===== src/ffba_pkg.sv =====
`default_nettype none

package ffba_pkg;

  // request kinds
  typedef enum logic [1:0] {
    FUNC_ALLOC  = 2'd0,
    FUNC_ERASE  = 2'd1,
    FUNC_DEFRAG = 2'd2,
    FUNC_NONE   = 2'd3
  } func_t;

  // result codes
  typedef enum logic [1:0] {
    ST_OK      = 2'd0,
    ST_NULL    = 2'd1,
    ST_ILLEGAL = 2'd2,
    ST_UNUSED  = 2'd3
  } status_t;

  localparam int          ID_W         = 16;
  localparam logic [15:0] ID_MAX       = 16'hFFFF;
  localparam logic [15:0] ID_FREE      = 16'h0000;
  localparam logic [7:0]  MEM_SIZE_RST = 8'd128;

endpackage

`default_nettype wire


===== src/ffba_ram.sv =====
`default_nettype none

module ffba_ram #(
  parameter int WIDTH = 16,
  parameter int DEPTH = 128,
  parameter int AW    = (DEPTH > 1) ? $clog2(DEPTH) : 1
) (
  input  wire logic             clk,
  input  wire logic             we,
  input  wire logic [AW-1:0]    waddr,
  input  wire logic [WIDTH-1:0] wdata,
  input  wire logic [AW-1:0]    raddr,
  output logic      [WIDTH-1:0] rdata
);

  logic [WIDTH-1:0] mem [DEPTH];

  always_ff @(posedge clk) begin
    if (we) begin
      mem[waddr] <= wdata;
    end
    rdata <= mem[raddr];
  end

endmodule

`default_nettype wire


===== src/first_fit_block_allocator.sv =====
`default_nettype none

// channel  | ports                                   | direction
// ---------+-----------------------------------------+----------
// request  | in_valid, in_stall, in_func, in_amount  | in
// result   | out_valid, out_stall, out_status,       | out
//          | out_block_id                            |
// config   | cfg_wr_en, cfg_wr_data (memory_size)    | in
//
// one request at a time, the owner ram is walked one cell per cycle through
// its single read port (registered read) and single write port
// alloc: a scan for the first fitting free run, then one write per allocated cell
// erase: one scan that frees matching cells; defragment: compact, then clear
// after reset a clearing pass writes every cell free, in_stall high
// a result sits in an output register, so a stalled result does not hold back
// acceptance of the next request; that request's result waits for the register

module first_fit_block_allocator #(
  parameter int CELLS = 128
) (
  input  wire logic        clk,
  input  wire logic        rst_n,
  // request channel
  input  wire logic        in_valid,
  output logic             in_stall,
  input  wire logic [1:0]  in_func,
  input  wire logic [15:0] in_amount,
  // result channel
  output logic             out_valid,
  input  wire logic        out_stall,
  output logic      [1:0]  out_status,
  output logic      [15:0] out_block_id,
  // configuration
  input  wire logic        cfg_wr_en,
  input  wire logic [7:0]  cfg_wr_data
);

  localparam int AW = (CELLS > 1) ? $clog2(CELLS) : 1;  // cell address
  localparam int CW = $clog2(CELLS + 1);                // count up to CELLS
  localparam int UW = (CW > 8) ? CW : 8;                // size compare width

  // one-hot sequencer
  typedef enum logic [7:0] {
    S_INIT   = 8'b0000_0001,  // clearing pass after reset
    S_IDLE   = 8'b0000_0010,
    S_ASCAN  = 8'b0000_0100,  // alloc: look for a free run
    S_AFILL  = 8'b0000_1000,  // alloc: stamp the run with the new id
    S_ESCAN  = 8'b0001_0000,  // erase: free matching cells
    S_DSCAN  = 8'b0010_0000,  // defragment: copy owned cells forward
    S_DCLR   = 8'b0100_0000,  // defragment: free the tail
    S_RESULT = 8'b1000_0000   // hand result to output register
  } state_t;

  state_t state_r, state_nxt;

  logic [7:0]    memory_size_r;
  logic [15:0]   last_id_r, last_id_nxt;
  logic [15:0]   amount_r, amount_nxt;
  logic [CW-1:0] used_r, used_nxt;
  logic [CW-1:0] addr_r, addr_nxt;     // next read address in a scan
  logic          pend_r, pend_nxt;     // read data of idx_r arrives this cycle
  logic [AW-1:0] idx_r, idx_nxt;
  logic [CW-1:0] run_r, run_nxt;       // length of the current free run
  logic [CW-1:0] wptr_r, wptr_nxt;     // clear / compaction write pointer
  logic [AW-1:0] fill_r, fill_nxt;
  logic [AW-1:0] end_r, end_nxt;
  logic          hit_r, hit_nxt;
  logic [1:0]    res_status_r, res_status_nxt;
  logic [15:0]   res_id_r, res_id_nxt;

  logic          out_valid_r, out_valid_nxt;
  logic [1:0]    out_status_r, out_status_nxt;
  logic [15:0]   out_id_r, out_id_nxt;

  // ram port
  logic          ram_we;
  logic [AW-1:0] ram_waddr;
  logic [15:0]   ram_wdata;
  logic [15:0]   ram_rdata;

  logic          in_accept;
  logic          issue;
  logic          scan_done;
  logic [UW-1:0] ms_ext;
  logic [CW-1:0] used_now;
  logic [CW-1:0] run_inc;
  logic          cell_free;

  ffba_ram #(
    .WIDTH (ffba_pkg::ID_W),
    .DEPTH (CELLS),
    .AW    (AW)
  ) u_owner_ram (
    .clk   (clk),
    .we    (ram_we),
    .waddr (ram_waddr),
    .wdata (ram_wdata),
    .raddr (addr_r[AW-1:0]),
    .rdata (ram_rdata)
  );

  // cells in use: memory_size clipped to the built count
  assign ms_ext   = UW'(memory_size_r);
  assign used_now = (ms_ext > UW'(CELLS)) ? CW'(CELLS) : CW'(ms_ext);

  assign in_stall  = (state_r != S_IDLE);
  assign in_accept = in_valid && !in_stall;

  assign issue     = (addr_r < used_r);
  assign scan_done = !issue && !pend_r;
  assign run_inc   = run_r + CW'(1);
  assign cell_free = (ram_rdata == ffba_pkg::ID_FREE);

  assign out_valid    = out_valid_r;
  assign out_status   = out_status_r;
  assign out_block_id = out_id_r;

  always_comb begin
    state_nxt      = state_r;
    last_id_nxt    = last_id_r;
    amount_nxt     = amount_r;
    used_nxt       = used_r;
    addr_nxt       = addr_r;
    pend_nxt       = 1'b0;
    idx_nxt        = addr_r[AW-1:0];
    run_nxt        = run_r;
    wptr_nxt       = wptr_r;
    fill_nxt       = fill_r;
    end_nxt        = end_r;
    hit_nxt        = hit_r;
    res_status_nxt = res_status_r;
    res_id_nxt     = res_id_r;
    ram_we         = 1'b0;
    ram_waddr      = wptr_r[AW-1:0];
    ram_wdata      = ffba_pkg::ID_FREE;

    // output register drains independently of the sequencer
    out_valid_nxt  = out_valid_r && out_stall;
    out_status_nxt = out_status_r;
    out_id_nxt     = out_id_r;

    case (state_r)
      S_INIT: begin
        ram_we   = 1'b1;
        wptr_nxt = wptr_r + CW'(1);
        if (wptr_r == CW'(CELLS - 1)) begin
          state_nxt = S_IDLE;
        end
      end

      S_IDLE: begin
        if (in_accept) begin
          amount_nxt = in_amount;
          used_nxt   = used_now;
          addr_nxt   = '0;
          run_nxt    = '0;
          wptr_nxt   = '0;
          hit_nxt    = 1'b0;
          res_id_nxt = '0;
          case (in_func)
            ffba_pkg::FUNC_ALLOC: begin
              if (in_amount == 16'd0 || last_id_r == ffba_pkg::ID_MAX) begin
                res_status_nxt = ffba_pkg::ST_NULL;
                state_nxt      = S_RESULT;
              end else begin
                state_nxt = S_ASCAN;
              end
            end
            ffba_pkg::FUNC_ERASE: begin
              if (in_amount == ffba_pkg::ID_FREE) begin
                res_status_nxt = ffba_pkg::ST_ILLEGAL;
                state_nxt      = S_RESULT;
              end else begin
                state_nxt = S_ESCAN;
              end
            end
            ffba_pkg::FUNC_DEFRAG: begin
              state_nxt = S_DSCAN;
            end
            default: begin
              // unused request kind: nothing happens
              state_nxt = S_IDLE;
            end
          endcase
        end
      end

      S_ASCAN: begin
        pend_nxt = issue;
        addr_nxt = addr_r + CW'(issue);
        if (pend_r) begin
          if (!cell_free) begin
            run_nxt = '0;
          end else begin
            run_nxt = run_inc;
            if (32'(run_inc) == 32'(amount_r)) begin
              // first fitting run ends here
              last_id_nxt = last_id_r + 16'd1;
              end_nxt     = idx_r;
              fill_nxt    = idx_r - amount_r[AW-1:0] + AW'(1);
              pend_nxt    = 1'b0;
              state_nxt   = S_AFILL;
            end
          end
        end
        if (scan_done) begin
          res_status_nxt = ffba_pkg::ST_NULL;
          state_nxt      = S_RESULT;
        end
      end

      S_AFILL: begin
        ram_we    = 1'b1;
        ram_waddr = fill_r;
        ram_wdata = last_id_r;
        fill_nxt  = fill_r + AW'(1);
        if (fill_r == end_r) begin
          res_status_nxt = ffba_pkg::ST_OK;
          res_id_nxt     = last_id_r;
          state_nxt      = S_RESULT;
        end
      end

      S_ESCAN: begin
        pend_nxt = issue;
        addr_nxt = addr_r + CW'(issue);
        if (pend_r && ram_rdata == amount_r) begin
          ram_we    = 1'b1;
          ram_waddr = idx_r;
          hit_nxt   = 1'b1;
        end
        if (scan_done) begin
          if (hit_r) begin
            state_nxt = S_IDLE;
          end else begin
            res_status_nxt = ffba_pkg::ST_ILLEGAL;
            state_nxt      = S_RESULT;
          end
        end
      end

      S_DSCAN: begin
        pend_nxt = issue;
        addr_nxt = addr_r + CW'(issue);
        // write pointer never passes the read side, so unread cells stay intact
        if (pend_r && !cell_free) begin
          ram_we    = 1'b1;
          ram_waddr = wptr_r[AW-1:0];
          ram_wdata = ram_rdata;
          wptr_nxt  = wptr_r + CW'(1);
        end
        if (scan_done) begin
          state_nxt = S_DCLR;
        end
      end

      S_DCLR: begin
        if (wptr_r < used_r) begin
          ram_we   = 1'b1;
          wptr_nxt = wptr_r + CW'(1);
        end else begin
          state_nxt = S_IDLE;
        end
      end

      S_RESULT: begin
        if (!out_valid_r || !out_stall) begin
          out_valid_nxt  = 1'b1;
          out_status_nxt = res_status_r;
          out_id_nxt     = res_id_r;
          state_nxt      = S_IDLE;
        end
      end

      default: begin
        state_nxt = S_IDLE;
      end
    endcase
  end

  always_ff @(posedge clk) begin
    if (!rst_n) begin
      state_r       <= S_INIT;
      memory_size_r <= ffba_pkg::MEM_SIZE_RST;
      last_id_r     <= '0;
      wptr_r        <= '0;
      pend_r        <= 1'b0;
      out_valid_r   <= 1'b0;
    end else begin
      state_r     <= state_nxt;
      last_id_r   <= last_id_nxt;
      wptr_r      <= wptr_nxt;
      pend_r      <= pend_nxt;
      out_valid_r <= out_valid_nxt;
      if (cfg_wr_en) begin
        memory_size_r <= cfg_wr_data;
      end
    end
  end

  // datapath registers, no reset
  always_ff @(posedge clk) begin
    amount_r     <= amount_nxt;
    used_r       <= used_nxt;
    addr_r       <= addr_nxt;
    idx_r        <= idx_nxt;
    run_r        <= run_nxt;
    fill_r       <= fill_nxt;
    end_r        <= end_nxt;
    hit_r        <= hit_nxt;
    res_status_r <= res_status_nxt;
    res_id_r     <= res_id_nxt;
    out_status_r <= out_status_nxt;
    out_id_r     <= out_id_nxt;
  end

endmodule

`default_nettype wire

===== config.mk =====
export PLATFORM = sky130hd
export DESIGN_NAME = first_fit_block_allocator
export DESIGN_NICKNAME = d
export VERILOG_FILES = /design/src/ffba_pkg.sv /design/src/ffba_ram.sv /design/src/first_fit_block_allocator.sv
export SDC_FILE = /design/constraint.sdc
export NUM_CORES = 2
export LEC_CHECK = 0
export ABC_AREA = 1
export ABC_CLOCK_PERIOD_IN_PS = 7700
export BUFFER_PORTS_ARGS = -buffer_cell sky130_fd_sc_hd__buf_2
export CORE_UTILIZATION = 63
export CTS_CLUSTER_DIAMETER = 80
export DETAILED_ROUTE_END_ITERATION = 7
export PLACE_DENSITY_LB_ADDON = 0.2
export SYNTH_ARGS = -nofsm -noshare
export SYNTH_HDL_FRONTEND = slang
export SYNTH_SLANG_ARGS = --single-unit

===== constraint.sdc =====
create_clock -name clk -period 7.7 [get_ports clk]
set_clock_uncertainty 0.15 [all_clocks]
set_input_delay 0.385 -clock clk [delete_from_list [all_inputs] [get_ports clk]]
set_output_delay 0.385 -clock clk [all_outputs]
set_load 0.01 [all_outputs]

==> results.toml <==
[status]
outcome = "complete, no violations"

[timing]
setup_violations = 0
fin_tns_setup_ps = 0
relSlewSlack_pct = 11.84
post-route-min-period_ps = 4434
finalHoldViolCount = 0
timing.fmax_mhz = 225.5
rsz0062_at_grt = "no"
worst_pin_slew_ps = 1317
timing.final.crit_share_pct = 57.58
hold_ws_ps = 108.8
finalMaxSlewViolations = 0

[setup_path]
crit_slowest_cell = "nor2_2"
crit_top_cell = "nand2_1"
max_stage_delay_ps = 1150
crit_type = "reg -> reg"
path_cells = "inv_1 > nand4_1 > nor2_1 > nand2_1 > nand3_2 > buf_4 > nand2_1 > a21oi_1 > nand2_4 > nand4_4 > nor2_2"
worst-endpoint-required_ps = 8000
endpoint_kind = "flop"
cp.arrival_ps = 4740
crit_fanout = 17
start_kind = "flop"

[grt]
grt_start_max_net_pins = 218
grt_usage_pct = 33.87
globalRoute.totalOverflow = 0
grt_pass1_wl_um = 355300
antenna_found_initial = 8
grt_pass1_vias = 55842

[route]
drtIter0Drc = 9204
wirelength_um = 243200
dr.pass1.iters = 6
antenna_left = 0
drcViolationCount = 0
via_count = 59870
post_drt_wl_per_cell_um = 26.38
viasPerCell = 6.494

[clock_tree]
clkLatencyLatePin_ps = 850
cts_tree = "yes"
cts_made_buffers = 211
clkTransAtPathRegs_ps = 60
htreeDepth = 4
cts_setup_buffers = 0
clkSinkCount = 2204
cts_buffer_depth = 3
clockRootBuffer = "clkbuf_16"

[yosys]
synth_cell_type_count = 49
synthFlopType = "edfxtp_1"
syn_avg_cell_area_um2 = 12.49
synth_warnings = 0
synth_edf_count = 2139
seq_area_frac_synth_pct = 73.61
syn-cell-area_mm2 = 0.08903
synth-async-reset-ratio_pct = 0
ys_seq_elements = 2204
synth_fp_nets = 7190
synthCells = 7127

[floorplan]
initial_utilization_pct = 63.65
num_rows = 137
dieWidth_um = 377.9
die_height_um = 377.9
dieArea_mm2 = 0.1428
ios = 51
core_mm2 = 0.1399

[min_path]
hold_class = "in -> reg"

[layout]
area_growth_pct = 10.56
post-route-util_pct = 70.37
final_nets = 7226
nFillCells = 9363
drive_above_1_share_pct = 8.914
seq_area_mm2 = 0.06553
multi_input_area_mm2 = 0.02103

[pwr]
leakage_uw = 0.02832
p_total_uw = 28810
power.density_mw_per_mm2 = 292.7
peakVddDrop_mv = 0.2348

[place]
port_buffers = 50
gp_congestion = 0.9408
dp_hpwl_um = 135700

[flow_run]
drv_cap = 0
[cell type report]
cell class                 instances  area share (%)
sequential                      2204           66.57
multi-input combinational       4293           21.36
clock buffer                     272           5.627
tap                             1876           2.385
timing repair buffer             277           2.324
clock inverter                   115           1.014
inverter                         176          0.6991
antenna                            6         0.01525
[power breakdown]
part	leakage (uW)	switching, uW	internal, uW
Sequential	0.0159	168	13200
Combinational	0.00926	4240	1320
Clock	0.00318	4430	5400
Total	0.0283	8840	20000
[metal layers]
layer  routed length [um]  share of wire (%)  up-vias  global-route usage [%]
met5                   59              0.024        -                       0
met3                27540                 11      592                   6.758
li1                     -                  -    26149                       -
met2               113200                 47     3797                   52.61
met4                11680                4.8        8                   15.58
met1                90680                 37    29324                   46.64
[flip-flops by register name, summed over array words and instances, names as in the netlist]
name               flops
u_owner_ram.mem     2048
amount_r              16
last_id_r             16
out_block_id          16
res_id_r              16
u_owner_ram.rdata     16
addr_r                 8
memory_size_r          8
run_r                  8
state_r                8
used_r                 8
wptr_r                 8
end_r                  7
fill_r                 7
idx_r                  7
out_status             2
res_status_r           2
hit_r                  1
out_valid              1
pend_r                 1
[synthesized netlist by cell type (6+ instances only)]
cell type,n,area share (%)
buf_4,16,0.13
nor2_4,10,0.13
clkbuf_1,264,1.1
dfxtp_1,65,1.5
ha_1,31,0.44
inv_1,152,0.64
or2_2,6,0.042
o221ai_1,62,0.61
edfxtp_1,2139,72
nand4_1,37,0.26
inv_2,21,0.089
o22ai_1,308,2.2
nand2_1,552,2.3
nand2_2,21,0.15
buf_6,13,0.16
xor2_1,15,0.15
a21oi_1,106,0.60
a31oi_1,14,0.098
o211ai_1,178,1.5
buf_1,16,0.067
nor2_1,1487,6.3
nor4_1,7,0.049
o21ai_0,1071,6.0
o21ai_1,13,0.073
nor3_1,18,0.10
nand3_1,289,1.6
nand4_4,9,0.22
buf_2,145,0.82
nor2_2,27,0.19
[timing repair]
item,CTS,global route
resized for setup,0,0
endpoints found under the hold margin,46,0
hold buffers,38,0
[kinds of logic after synthesis]
family	share of synthesized area (%)
AND/OR/NAND/NOR	11.56
flip-flops	73.61
AO/OA/AOI/OAI	11.14
buffers and inverters	3.043
adder cells (fa/ha/maj)	0.4581
XOR/XNOR	0.1968
[final timing paths]
| check | from | endpoint | slack, ps | cells after the start |
|---|---|---|---|---|
| hold / removal | in_valid | hit_r | 110 | 5 |
| setup / recovery | u_owner_ram.rdata[7] | u_owner_ram.mem[99][10] | 3270 | 11 |
| hold reg to reg | res_id_r[5] | out_block_id[5] | 270 | 0 |
| setup reg to reg | u_owner_ram.rdata[7] | u_owner_ram.mem[99][10] | 3270 | 11 |
[critical path: cells and delay by family (launching register included)]
| family | cells | cell delay, ps |
|---|---|---|
| compound gates | 1 | 70 |
| simple gates | 8 | 2670 |
| flops | 1 | 630 |
| buf+inv | 2 | 490 |
[metrics by stage]
stage,area (um2),instances,worst slack [ps]
floorplan,89030,7127,1984
global placement,91500,8788,3037
detailed placement,91500,8788,3041
CTS,98420,9213,3062
global route,98420,9213,3094
finish,98440,9219,3266
[cells in the final DEF, fill, tap and decap left out, types with 7 or more instances in the layout]
master	count
bufinv_16	9
nand4_4	9
clkinv_1	49
a21oi_1	106
nand2_1	552
xor2_1	15
nor2_1	1482
nor2_4	11
o221ai_1	62
o21ai_1	13
o21ai_0	1071
o22ai_1	292
buf_4	170
buf_2	50
dlygate4sd3_1	38
clkinv_2	35
nand2_2	21
dfxtp_1	65
a31oi_1	14
ha_1	31
inv_1	148
nor3_1	18
nor2_2	31
o22ai_4	16
nand3_1	289
clkbuf_16	211
clkbuf_1	58
o211ai_1	178
inv_2	20
nor4_1	7
nand4_1	37
edfxtp_1	2139
buf_12	19
(Power assumes the default switching activity.)
